[src/rtl/core/jmhp_pkg.sv]
package jmhp_pkg;

  localparam int unsigned ByteW    = 8;
  localparam int unsigned LenW     = 16;
  localparam int unsigned LimitW   = 12;
  localparam int unsigned StatusW  = 3;
  localparam int unsigned FillW    = 3;

  localparam logic [LimitW-1:0] CommentLimitReset = 12'd2000;
  localparam logic [FillW-1:0]  FillMax           = 3'd6;

  localparam logic [ByteW-1:0] ByteFill   = 8'hFF;
  localparam logic [ByteW-1:0] MarkerSoi  = 8'hD8;
  localparam logic [ByteW-1:0] MarkerSos  = 8'hDA;
  localparam logic [ByteW-1:0] MarkerEoi  = 8'hD9;
  localparam logic [ByteW-1:0] MarkerCom  = 8'hFE;
  localparam logic [ByteW-1:0] ThreeComps = 8'd3;

  localparam logic KindComment = 1'b0;
  localparam logic KindReport  = 1'b1;

  localparam logic [StatusW-1:0] StatusSos      = 3'd0;
  localparam logic [StatusW-1:0] StatusNotJpeg  = 3'd1;
  localparam logic [StatusW-1:0] StatusFill     = 3'd2;
  localparam logic [StatusW-1:0] StatusBadLen   = 3'd3;
  localparam logic [StatusW-1:0] StatusEoi      = 3'd4;
  localparam logic [StatusW-1:0] StatusEarlyEnd = 3'd5;

  typedef struct packed {
    logic               kind;
    logic               comment_first;
    logic [ByteW-1:0]   comment_byte;
    logic [StatusW-1:0] status;
    logic [LenW-1:0]    image_height;
    logic [LenW-1:0]    image_width;
    logic               is_color;
    logic [ByteW-1:0]   frame_type;
  } result_t;

  function automatic logic marker_is_frame(input logic [ByteW-1:0] m);
    return (m[7:4] == 4'hC) && (m != 8'hC4) && (m != 8'hC8) && (m != 8'hCC);
  endfunction

endpackage

[src/rtl/core/jmhp_core.sv]
module jmhp_core
  import jmhp_pkg::*;
(
  input  logic              clk,
  input  logic              rst,
  input  logic              accept,
  input  logic [ByteW-1:0]  data_byte,
  input  logic              first_byte,
  input  logic              end_of_file,
  input  logic [LimitW-1:0] comment_limit,
  output logic              res_valid,
  output result_t           res
);

  typedef enum logic [2:0] {
    PH_START_FF,
    PH_START_D8,
    PH_MARKER,
    PH_LEN_HI,
    PH_LEN_LO,
    PH_PAYLOAD,
    PH_DONE
  } phase_t;

  phase_t           parse_phase, parse_phase_next;
  logic [FillW-1:0] fill_count, fill_count_next;
  logic [ByteW-1:0] current_marker, current_marker_next;
  logic [LenW-1:0]  segment_length, segment_length_next;
  logic [LenW-1:0]  segment_offset, segment_offset_next;
  logic [LenW-1:0]  stored_height, stored_height_next;
  logic [LenW-1:0]  stored_width, stored_width_next;
  logic             stored_color, stored_color_next;
  logic [ByteW-1:0] stored_frame_code, stored_frame_code_next;
  logic [LenW-1:0]  pend_height, pend_height_next;
  logic [LenW-1:0]  pend_width, pend_width_next;
  logic             pend_color, pend_color_next;

  phase_t           eff_phase;
  logic [LenW:0]    pos_inc;
  logic [LenW-1:0]  len_full;
  logic             is_frame;

  always_comb begin
    eff_phase              = first_byte ? PH_START_FF : parse_phase;
    fill_count_next        = first_byte ? '0 : fill_count;
    current_marker_next    = first_byte ? '0 : current_marker;
    segment_length_next    = first_byte ? '0 : segment_length;
    segment_offset_next    = first_byte ? '0 : segment_offset;
    stored_height_next     = first_byte ? '0 : stored_height;
    stored_width_next      = first_byte ? '0 : stored_width;
    stored_color_next      = first_byte ? 1'b0 : stored_color;
    stored_frame_code_next = first_byte ? '0 : stored_frame_code;
    pend_height_next       = first_byte ? '0 : pend_height;
    pend_width_next        = first_byte ? '0 : pend_width;
    pend_color_next        = first_byte ? 1'b0 : pend_color;
    parse_phase_next       = eff_phase;

    is_frame = marker_is_frame(current_marker_next);
    pos_inc  = {1'b0, segment_offset_next} + {{LenW{1'b0}}, 1'b1};
    len_full = {segment_length_next[LenW-1:ByteW], data_byte};

    res_valid = 1'b0;
    res       = '0;
    res.kind  = KindReport;

    if (end_of_file) begin
      if (eff_phase != PH_DONE) begin
        res_valid        = 1'b1;
        res.status       = StatusEarlyEnd;
        parse_phase_next = PH_DONE;
      end
    end else begin
      case (eff_phase)
        PH_START_FF: begin
          if (data_byte != ByteFill) begin
            res_valid        = 1'b1;
            res.status       = StatusNotJpeg;
            parse_phase_next = PH_DONE;
          end else begin
            parse_phase_next = PH_START_D8;
          end
        end
        PH_START_D8: begin
          if (data_byte != MarkerSoi) begin
            res_valid        = 1'b1;
            res.status       = StatusNotJpeg;
            parse_phase_next = PH_DONE;
          end else begin
            parse_phase_next = PH_MARKER;
            fill_count_next  = '0;
          end
        end
        PH_MARKER: begin
          if (data_byte == ByteFill) begin
            if (fill_count_next >= FillMax) begin
              res_valid        = 1'b1;
              res.status       = StatusFill;
              parse_phase_next = PH_DONE;
            end else begin
              fill_count_next = fill_count_next + 1'b1;
            end
          end else begin
            current_marker_next = data_byte;
            fill_count_next     = '0;
            parse_phase_next    = PH_LEN_HI;
          end
        end
        PH_LEN_HI: begin
          segment_length_next = {data_byte, {ByteW{1'b0}}};
          parse_phase_next    = PH_LEN_LO;
        end
        PH_LEN_LO: begin
          segment_length_next = len_full;
          if (len_full < 16'd2) begin
            res_valid        = 1'b1;
            res.status       = StatusBadLen;
            parse_phase_next = PH_DONE;
          end else if (current_marker_next == MarkerSos) begin
            res_valid        = 1'b1;
            res.status       = StatusSos;
            parse_phase_next = PH_DONE;
          end else if (current_marker_next == MarkerEoi) begin
            res_valid        = 1'b1;
            res.status       = StatusEoi;
            parse_phase_next = PH_DONE;
          end else begin
            segment_offset_next = 16'd2;
            pend_height_next    = '0;
            pend_width_next     = '0;
            pend_color_next     = 1'b0;
            parse_phase_next    = (len_full == 16'd2) ? PH_MARKER : PH_PAYLOAD;
            if (current_marker_next == MarkerCom &&
                (len_full == 16'd2 || comment_limit == '0)) begin
              res_valid         = 1'b1;
              res.kind          = KindComment;
              res.comment_first = 1'b1;
            end
          end
        end
        PH_PAYLOAD: begin
          if (current_marker_next == MarkerCom) begin
            if ((segment_offset_next - 16'd2) < {{(LenW-LimitW){1'b0}}, comment_limit}) begin
              res_valid         = 1'b1;
              res.kind          = KindComment;
              res.comment_first = (segment_offset_next == 16'd2);
              res.comment_byte  = data_byte;
            end
          end else if (is_frame) begin
            case (segment_offset_next)
              16'd3:   pend_height_next = {data_byte, pend_height_next[ByteW-1:0]};
              16'd4:   pend_height_next = {pend_height_next[LenW-1:ByteW], data_byte};
              16'd5:   pend_width_next  = {data_byte, pend_width_next[ByteW-1:0]};
              16'd6:   pend_width_next  = {pend_width_next[LenW-1:ByteW], data_byte};
              16'd7:   pend_color_next  = (data_byte == ThreeComps);
              default: ;
            endcase
          end
          segment_offset_next = pos_inc[LenW-1:0];
          if (pos_inc >= {1'b0, segment_length_next}) begin
            parse_phase_next = PH_MARKER;
            fill_count_next  = '0;
            if (is_frame && segment_length_next >= 16'd8) begin
              stored_height_next     = pend_height_next;
              stored_width_next      = pend_width_next;
              stored_color_next      = pend_color_next;
              stored_frame_code_next = current_marker_next;
            end
          end
        end
        default: ;
      endcase
    end

    if (res.kind == KindReport) begin
      res.image_height = stored_height_next;
      res.image_width  = stored_width_next;
      res.is_color     = stored_color_next;
      res.frame_type   = stored_frame_code_next;
    end
  end

  always_ff @(posedge clk) begin
    if (rst) begin
      parse_phase       <= PH_START_FF;
      fill_count        <= '0;
      current_marker    <= '0;
      segment_length    <= '0;
      segment_offset    <= '0;
      stored_height     <= '0;
      stored_width      <= '0;
      stored_color      <= 1'b0;
      stored_frame_code <= '0;
      pend_height       <= '0;
      pend_width        <= '0;
      pend_color        <= 1'b0;
    end else if (accept) begin
      parse_phase       <= parse_phase_next;
      fill_count        <= fill_count_next;
      current_marker    <= current_marker_next;
      segment_length    <= segment_length_next;
      segment_offset    <= segment_offset_next;
      stored_height     <= stored_height_next;
      stored_width      <= stored_width_next;
      stored_color      <= stored_color_next;
      stored_frame_code <= stored_frame_code_next;
      pend_height       <= pend_height_next;
      pend_width        <= pend_width_next;
      pend_color        <= pend_color_next;
    end
  end

  ap_fill_bounded: assert property (@(posedge clk) disable iff (rst)
    fill_count <= FillMax)
    else $error("fill count exceeded its bound");

  ap_done_holds: assert property (@(posedge clk) disable iff (rst)
    (parse_phase == PH_DONE) && !(accept && first_byte) |=> (parse_phase == PH_DONE))
    else $error("parser left the done phase without a restart");

  ap_report_done: assert property (@(posedge clk) disable iff (rst)
    accept && res_valid && (res.kind == KindReport) |=> (parse_phase == PH_DONE))
    else $error("report given without ending the parse");

endmodule

[src/rtl/core/jpeg_marker_header_parser_unit.sv]
// JPEG marker header parser.
// The input channel (in_valid, in_stall) carries one file byte per transaction,
// with first_byte restarting the parse and end_of_file marking the stream end.
// Each input transaction gives zero or one result on the output channel
// (out_valid, out_stall): either a comment payload byte or a final report with
// status and the frame height, width, color flag and frame code.
// One byte is taken every cycle while in_stall is low. A result is registered
// in the output register, or in the skid register while the output stalls; the
// parse step is a single state update between the parser state registers and
// the output register. When the receiver stalls, one further result is held in a
// skid register and in_stall rises only while that skid register is full, so at
// most two results are buffered. Input transactions that give no result pass
// unaffected by a full output register only while the skid register is empty.
// comment_limit is written through cfg_wr_en and cfg_wr_data; the user must write
// it only while the block is idle, which the block does not enforce. Synchronous
// reset sets comment_limit to 2000, returns the parser to expecting the start
// bytes, clears the stored frame data and empties the output registers.
module jpeg_marker_header_parser_unit
  import jmhp_pkg::*;
(
  input  logic               clk,
  input  logic               rst,
  input  logic               cfg_wr_en,
  input  logic [LimitW-1:0]  cfg_wr_data,
  input  logic               in_valid,
  output logic               in_stall,
  input  logic [ByteW-1:0]   data_byte,
  input  logic               first_byte,
  input  logic               end_of_file,
  output logic               out_valid,
  input  logic               out_stall,
  output logic               result_kind,
  output logic               comment_first,
  output logic [ByteW-1:0]   comment_byte,
  output logic [StatusW-1:0] status,
  output logic [LenW-1:0]    image_height,
  output logic [LenW-1:0]    image_width,
  output logic               is_color,
  output logic [ByteW-1:0]   frame_type
);

  logic [LimitW-1:0] comment_limit;
  logic              skid_valid;
  result_t           out_result;
  result_t           skid_result;
  logic              take;
  logic              out_free;
  logic              res_valid;
  result_t           res;

  assign in_stall = skid_valid;
  assign take     = in_valid && !in_stall;
  assign out_free = !out_valid || !out_stall;

  always_ff @(posedge clk) begin
    if (rst) begin
      comment_limit <= CommentLimitReset;
    end else if (cfg_wr_en) begin
      comment_limit <= cfg_wr_data;
    end
  end

  jmhp_core u_core (
    .clk           (clk),
    .rst           (rst),
    .accept        (take),
    .data_byte     (data_byte),
    .first_byte    (first_byte),
    .end_of_file   (end_of_file),
    .comment_limit (comment_limit),
    .res_valid     (res_valid),
    .res           (res)
  );

  always_ff @(posedge clk) begin
    if (rst) begin
      out_valid  <= 1'b0;
      skid_valid <= 1'b0;
    end else if (out_free) begin
      if (skid_valid) begin
        out_result <= skid_result;
        out_valid  <= 1'b1;
        skid_valid <= take && res_valid;
        if (take && res_valid) begin
          skid_result <= res;
        end
      end else if (take && res_valid) begin
        out_result <= res;
        out_valid  <= 1'b1;
      end else begin
        out_valid <= 1'b0;
      end
    end else if (take && res_valid) begin
      skid_result <= res;
      skid_valid  <= 1'b1;
    end
  end

  assign result_kind   = out_result.kind;
  assign comment_first = out_result.comment_first;
  assign comment_byte  = out_result.comment_byte;
  assign status        = out_result.status;
  assign image_height  = out_result.image_height;
  assign image_width   = out_result.image_width;
  assign is_color      = out_result.is_color;
  assign frame_type    = out_result.frame_type;

  ap_skid_needs_out: assert property (@(posedge clk) disable iff (rst)
    skid_valid |-> out_valid)
    else $error("skid register full while output register is empty");

  ap_skid_fill: assert property (@(posedge clk) disable iff (rst)
    $rose(skid_valid) |-> $past(out_valid && out_stall))
    else $error("skid register filled while output register was free");

  ap_comment_clean: assert property (@(posedge clk) disable iff (rst)
    out_valid && (out_result.kind == KindComment) |->
      (out_result.status == StatusSos) && (out_result.image_height == '0) &&
      (out_result.frame_type == '0))
    else $error("comment transaction carries report fields");

endmodule

[config.mk]
export PLATFORM = sky130hd
export DESIGN_NAME = jpeg_marker_header_parser_unit
export DESIGN_NICKNAME = d
export VERILOG_FILES = /design/src/rtl/core/jmhp_pkg.sv /design/src/rtl/core/jmhp_core.sv /design/src/rtl/core/jpeg_marker_header_parser_unit.sv
export SDC_FILE = /design/constraint.sdc
export NUM_CORES = 1
export LEC_CHECK = 0
export BUFFER_PORTS_ARGS = -buffer_cell sky130_fd_sc_hd__buf_2
export CAP_MARGIN = 25
export CORE_MARGIN = 2
export CORE_UTILIZATION = 40
export CTS_BUF_LIST = sky130_fd_sc_hd__clkbuf_16
export CTS_CLUSTER_DIAMETER = 120
export DETAILED_ROUTE_END_ITERATION = 8
export GPL_ROUTABILITY_DRIVEN = 0
export REMOVE_ABC_BUFFERS = 1
export SYNTH_ARGS = -nofsm -noshare
export SYNTH_HDL_FRONTEND = slang
export SYNTH_SLANG_ARGS = --single-unit
[constraint.sdc]
create_clock -name clk -period 26.2 [get_ports clk]
set_clock_uncertainty 0.15 [all_clocks]
set_input_delay 3.93 -clock clk [delete_from_list [all_inputs] [get_ports clk]]
set_output_delay 3.93 -clock clk [all_outputs]
set_load 0.02 [all_outputs]
==> results.json, run 1 <==
{
  "grt_pass1_wl_mm": 50.4,
  "dp_hpwl_mm": 20.1,
  "start_util": 0.405,
  "r2r_cells": 16,
  "slowest_stage": "buf_4",
  "worstSetupEndpointType": "flop",
  "avgViaCountPerCell": 5.73,
  "critPathLaunchType": "input pin",
  "cts_htree_levels": 1,
  "worst-slew-pin-transition_ps": 1040,
  "final_common_cell": "nor2_1",
  "synth_area_per_cell_sq_um": 9.60,
  "clockBufferDepth": 3,
  "ys.flop_type": "dfxtp_1",
  "core_region_area_sq_mm": 0.0296,
  "track_usage": 0.201,
  "antenna_left": 0,
  "synth_edf_count": 108,
  "io_pins": 83,
  "synthArstFlopShare": 0,
  "cts_setup_buffers": 0,
  "dp.cells": 1638,
  "ctsResizeCount": 0,
  "critPathRequiredTime_ps": 26230,
  "drc": 0,
  "clkSlewWorstSetupHoldPaths_ps": 60,
  "port-buffer-count": 82,
  "finalHoldViolations": 0,
  "fp-row-count": 63,
  "ys_warn_count": 0,
  "dr.pass1.iters": 6,
  "peakVddDrop_mv": 0.0456,
  "synth.distinct_cells": 75,
  "fp.dieH_um": 177,
  "syn_area_sq_mm": 0.0120,
  "arrival_ps": 8530,
  "grt_pass1_vias": 9163,
  "drive_gt1_frac": 0.132,
  "relSlewSlack": 0.306,
  "path_class": "input pin to flop",
  "drv_cap": 0,
  "grt_max_degree": 85,
  "layoutNonFillerInstCount": 1689,
  "endpoint": "skid_result[10]$_DFFE_PP_",
  "hp-class": "flop to flop",
  "overflow": 0,
  "synth_cells": 1248,
  "cp.depth": 18,
  "startpoint": "first_byte",
  "area_delta_synth_final_pct": 12.2,
  "p_leak_nw": 5.19,
  "num_vias": 9673,
  "wl_per_cell_um": 18.8,
  "clock_sinks": 242,
  "path_max_fanout": 59,
  "rsz0062_at_grt": "no",
  "cts_hold_buf": 0,
  "p_per_area_mw_per_mm2": 62.5,
  "cp_cell_sequence": "buf_2, buf_4, inv_2, nand2_1, ha_1, inv_1, nor2_1, nor2_1, a311oi_1, ha_1, nand3_1, a21boi_0, a2111oi_2, o311ai_1, a221oi_4, a21oi_1, nor4_2, buf_4",
  "timing.rr.end": "skid_result[10]$_DFFE_PP_",
  "die_w_um": 177,
  "r2r_slack_ps": 21000,
  "dieArea_sq_mm": 0.0314,
  "diodes": 0,
  "slowest_delay_ps": 610,
  "setup_viol": 0,
  "cts-buffers-inserted": 27,
  "final_cell_mix": "149 x nor2_1, 135 x nand2_1, 133 x dfxtp_1",
  "clk_latency_ps": 550,
  "crit_family": "compound AO/OA/AOI/OAI gates",
  "reg2reg_from": "u_core.segment_offset[2]$_SDFFE_PP0P_",
  "antenna_found_initial": 0,
  "fillers": 2860,
  "final_core_util": 0.455,
  "tns_ps": 0,
  "wirelength_mm": 31.7,
  "drtIter0Drc": 760,
  "synth-seq-cells": 242,
  "fmax_mhz": 118,
  "cts_tree": "done",
  "cts_root_buffer": "clkbuf_16",
  "slew_viol_final": 0,
  "outcome": "finished, final reports clean",
  "min_period_ps": 8500,
  "min_period_over_period": 0.325,
  "yosysSeqAreaShare": 0.495,
  "final_nets": 1339,
  "crit_buf_inv": 5
}
==> synthesized netlist by cell type (3+ instances only) <==
library cell	number	area, sq um
o41ai_1	7	61.3
edfxtp_1	108	3240
buf_1	7	26.3
or3_1	10	62.6
nor2_1	149	559
o211ai_1	9	67.6
nor2b_1	10	62.6
o21ai_1	3	15.0
mux2i_1	27	270
and2_1	4	25.0
a22o_1	45	394
o31ai_1	48	360
a21oi_1	81	405
and4_1	4	35.0
a32oi_1	3	26.3
a311oi_1	3	26.3
inv_1	42	158
xnor2_1	7	61.3
a211oi_1	4	30.0
a21o_1	6	45.0
nand3_1	26	130
buf_2	19	95.1
or2_2	6	37.5
o32ai_1	8	70.1
dfxtp_1	134	2680
nor3_1	22	110
nand2b_1	6	37.5
nand4_1	14	87.6
nand3b_1	4	30.0
ha_1	34	425
buf_6	14	158
nor4_1	14	87.6
a22oi_1	63	473
mux2_2	3	33.8
or4_1	4	30.0
o21ai_0	34	170
xor2_1	11	96.3
nand2_1	135	507
a31o_2	3	26.3
buf_4	3	22.5
clkbuf_1	52	195
and3_1	23	144
==> cell families (layout without fill, tap and decap cells) <==
logic type,count (synthesis),after routing,share of synthesized area
adders and majority gates,35,35,0.0363
xor gates and xnor gates,18,18,0.0132
DFF,242,242,0.495
and+or+nand+nor,445,445,0.174
muxes,30,30,0.0254
AOI/OAI and AO/OA,338,338,0.201
buffers and inverters,140,191,0.0557
==> tightest hold or removal path, cell delays in order, from the launching register on <==
cell and delay (ps):
dfxtp_1 310, nand2_1 50, a21oi_1 50
==> sequential cells by signal, indices dropped and copies added, names as in the netlist, 12 cells and up <==
name,cells
u_core.pend_height,16
skid_result,54
image_width,16
u_core.segment_length,16
u_core.stored_width,16
u_core.pend_width,16
comment_limit,12
u_core.segment_offset,16
u_core.stored_height,16
image_height,16
==> final cells by class <==
type | count | area, sq um | share of cell area
Timing Repair Buffer | 97 | 543 | 0.0404
Multi-Input combinational cell | 866 | 5440 | 0.405
Sequential cell | 242 | 5930 | 0.441
Clock inverter | 22 | 175 | 0.0130
Inverter | 44 | 165 | 0.0123
Clock buffer | 28 | 701 | 0.0521
Tap cell | 390 | 488 | 0.0363
==> worst min-delay path by stage <==
stage | startpoint | end | slack [ps] | cells after the start
final | u_core.stored_frame_code[6]$_SDFFE_PP0P_ | u_core.stored_frame_code[6]$_SDFFE_PP0P_ | 310 | 2
after detailed placement | u_core.stored_width[10]$_SDFFE_PP0P_ | u_core.stored_width[10]$_SDFFE_PP0P_ | 300 | 1
after global routing | u_core.stored_width[13]$_SDFFE_PP0P_ | u_core.stored_width[13]$_SDFFE_PP0P_ | 340 | 1
after floorplan | u_core.stored_frame_code[6]$_SDFFE_PP0P_ | u_core.stored_frame_code[6]$_SDFFE_PP0P_ | 280 | 2
after global placement | u_core.stored_frame_code[6]$_SDFFE_PP0P_ | u_core.stored_frame_code[6]$_SDFFE_PP0P_ | 300 | 2
after CTS | u_core.stored_frame_code[6]$_SDFFE_PP0P_ | u_core.stored_frame_code[6]$_SDFFE_PP0P_ | 320 | 2
==> report_power, final <==
| part | internal [W] | total, W | switching, W | leakage (nW) |
|---|---|---|---|---|
| registers | 0.000401 | 0.000407 | 0.00000520 | 2.19 |
| logic | 0.0000162 | 0.0000586 | 0.0000424 | 2.55 |
| clock network | 0.000215 | 0.000375 | 0.000160 | 0.445 |
| total | 0.000633 | 0.000840 | 0.000208 | 5.19 |
==> per-layer routing <==
layer	global-route usage	share of wire	wire length [um]
met5	0	0	0
met4	0.0596	0.028	882
met3	0.0268	0.056	1790
met2	0.331	0.46	14700
met1	0.274	0.45	14300
==> metrics by stage <==
stage / total power [W] / hold slack, ps / worst slack (ps) / cell area (sq um)
CTS: 0.000848 / 316 / 17710 / 13400
finish: 0.000840 / 313 / 17700 / 13400
global route: 0.000869 / 338 / 17360 / 13400
global placement: 0.000472 / 296 / 17280 / 12500
detailed placement: 0.000474 / 305 / 17140 / 12500
floorplan: 0.000447 / 276 / 13340 / 11500
Note: power is estimated with default switching activity, not from simulation.
==> run 2: changes to the inputs <==
--- a/config.mk
+++ b/config.mk
@@ -5,6 +5,7 @@
 export SDC_FILE = /design/constraint.sdc
 export NUM_CORES = 1
 export LEC_CHECK = 0
+export ABC_AREA = 1
 export BUFFER_PORTS_ARGS = -buffer_cell sky130_fd_sc_hd__buf_2
 export CAP_MARGIN = 25
 export CORE_MARGIN = 2
==> constraint.sdc (replaced) <==
create_clock -name clk -period 8.4 [get_ports clk]
set_clock_uncertainty 0.15 [all_clocks]
set_input_delay 1.26 -clock clk [delete_from_list [all_inputs] [get_ports clk]]
set_output_delay 1.26 -clock clk [all_outputs]
set_load 0.02 [all_outputs]
==> results.json, run 2 <==
{
  "hp-start": "u_core.segment_length[4]$_SDFFE_PP0P_",
  "finalHoldViolations": 0,
  "r2r_cells": 23,
  "yosysSeqAreaShare": 0.434,
  "yosys-mux-area-fraction": 0,
  "dp_hpwl_mm": 25.1,
  "whs_path_depth": 2,
  "clk_latency_ps": 550,
  "drc": 0,
  "cts_htree_levels": 1,
  "fp-row-count": 67,
  "total_power_w": 0.00282,
  "synth_cells": 1906,
  "layoutNonFillerInstCount": 2408,
  "hp-class": "flop to flop",
  "regMostFlops": "skid_result",
  "drtIter0Drc": 1091,
  "r2r_slack_ps": 3920,
  "arrival_ps": 5860,
  "synthAdderAreaFrac": 0.0311,
  "cts_hold_buf": 0,
  "area_delta_synth_final_pct": 11.0,
  "timing.rr.end": "skid_result[2]$_DFFE_PP_",
  "synthArstFlopShare": 0,
  "setup_viol": 0,
  "yosys.area_share.simple": 0.266,
  "clock_sinks": 242,
  "antenna_found_initial": 0,
  "drv_cap": 0,
  "slowest_stage": "inv_2",
  "synthTopCellsByCount": "472 x nand2_1, 257 x inv_1, 227 x nor2_1, 136 x a21oi_1, 134 x dfxtp_1",
  "core_region_area_sq_mm": 0.0336,
  "outcome": "finished, final reports clean",
  "synth_area_per_cell_sq_um": 7.17,
  "synth-xor-area-share": 0.0115,
  "cts_setup_buffers": 0,
  "overflow": 0,
  "p_leak_nw": 7.23,
  "rsz0062_at_grt": "no",
  "cts_tree": "done",
  "synth_edf_count": 108,
  "min_period_over_period": 0.683,
  "tns_ps": 0,
  "cts-buffers-inserted": 28,
  "dp.cells": 2355,
  "slew_viol_final": 0,
  "timing.final.ws_setup_ps": 2660,
  "clockBufferDepth": 3,
  "fillers": 3447,
  "worst-slew-pin-transition_ps": 954,
  "ctsResizeCount": 0,
  "grt_pass1_wl_mm": 62.4,
  "synth.distinct_cells": 48,
  "grt_max_degree": 90,
  "min_period_ps": 5740,
  "p_per_area_mw_per_mm2": 186,
  "die_w_um": 189,
  "ys_warn_count": 0,
  "place_ws_ps": 2130,
  "relSlewSlack": 0.364,
  "startpoint": "first_byte",
  "synth-compound-area-share": 0.150,
  "syn_area_sq_mm": 0.0137,
  "final_cell_mix": "471 x nand2_1, 271 x inv_1, 225 x nor2_1",
  "yosysMostFrequentCell": "nand2_1",
  "ys.flop_type": "dfxtp_1",
  "fmax_mhz": 174,
  "avgViaCountPerCell": 5.22,
  "track_usage": 0.217,
  "cts_root_buffer": "clkbuf_16",
  "final_common_cell": "nand2_1",
  "final_core_util": 0.451,
  "path_max_fanout": 44,
  "antenna_left": 0,
  "io_pins": 83,
  "synth_top_family_by_area": "simple AND/OR/NAND/NOR gates",
  "largest_reg_flops": 54,
  "path_class": "input pin to flop",
  "grt_pass1_vias": 11900,
  "dr.pass1.iters": 6,
  "yosysTopAreaCell": "edfxtp_1",
  "fp.dieH_um": 189,
  "dieArea_sq_mm": 0.0357,
  "start_util": 0.406,
  "drive_gt1_frac": 0.0842,
  "clkSlewWorstSetupHoldPaths_ps": 60,
  "final_nets": 1998,
  "critPathRequiredTime_ps": 8520,
  "reg2reg_from": "u_core.segment_offset[1]$_SDFFE_PP0P_",
  "slowest_delay_ps": 540,
  "crit_top_cell": "nand2_1",
  "synth-seq-cells": 242,
  "worstSetupEndpointType": "flop",
  "wirelength_mm": 39.0,
  "wl_per_cell_um": 16.2,
  "port-buffer-count": 82,
  "hold_end": "u_core.segment_length[4]$_SDFFE_PP0P_",
  "synth.area.top_cells": "edfxtp_1 24%, dfxtp_1 20%, nand2_1 13%, inv_1 7.1%, nor2_1 6.2%",
  "synth_top_cell_area_share": 0.237,
  "peakVddDrop_mv": 0.136,
  "num_vias": 12600,
  "critPathLaunchType": "input pin"
}
## run 2: cell types whose count changed in the layout (fill, tap and decap cells not counted), sizes merged, moves of 27 or more
cell,delta
a21oi,+56
a22o,-38
a22oi,-62
inv,+235
mux2i,-27
nand2,+339
nand3,+109
nor2,+84
o21ai,+108
o31ai,-40
## run 2: critical path, delay by kind of cell
family                   cells  cell delay (ps)
AO/OA/AOI/OAI                2              340
AND/OR/NAND/NOR             15             2000
adder cells (fa/ha/maj)      2              470
buffers and inverters        5             1470
XOR/XNOR                     1              280
## run 2: power breakdown
| part | total (W) | switching, W | internal, W | leakage [nW] |
|---|---|---|---|---|
| clock | 0.00113 | 0.000483 | 0.000647 | 0.466 |
| sequential | 0.00131 | 0.0000241 | 0.00129 | 2.19 |
| combinational | 0.000380 | 0.000265 | 0.000115 | 4.58 |
## run 2: how the worst max path moves through the flow
stage	slack, ps	to	cells after the start
2_1_floorplan	1040	comment_byte[0]$_DFFE_PP_	7
3_3_place_gp	2190	skid_result[8]$_DFFE_PP_	16
3_5_place_dp	2130	skid_result[2]$_DFFE_PP_	25
4_1_cts	2690	skid_result[2]$_DFFE_PP_	25
5_1_grt	2120	image_width[4]$_DFFE_PP_	26
6_report	2660	skid_result[2]$_DFFE_PP_	25
## run 2: per-stage QoR
step	hold slack [ps]	area (sq um)
2_1_floorplan	284	13200
5_1_grt	334	15200
3_5_place_dp	300	14300
4_1_cts	312	15200
6_report	310	15200
3_3_place_gp	300	14300
## run 2: cell type report
type                       count  area [sq um]  area share
antenna                        1          2.50    0.000165
clock buffer                  29           726      0.0478
clock inverter                23           120     0.00792
inverter                     270          1020      0.0670
multi-input combinational   1299          6280       0.414
sequential                   242          5930       0.391
tap                          448           561      0.0370
timing repair buffer          96           538      0.0355
## run 2: kinds of logic (layout without fill, tap and decap cells)
group | count (synthesis) | in the layout
AOI/OAI and AO/OA | 365 | 365
DFF | 242 | 242
other | 0 | 1
adders and majority gates | 34 | 34
buffers and inverters | 365 | 418
xor gates and xnor gates | 18 | 18
and+or+nand+nor | 882 | 882
## run 2: per-layer routing
metal	up-vias	global-route usage	wire length (um)
met5	-	0	0
met4	0	0.0619	905
met3	78	0.0307	2680
met2	428	0.363	17800
met1	5799	0.294	17600
li1	6276	-	-
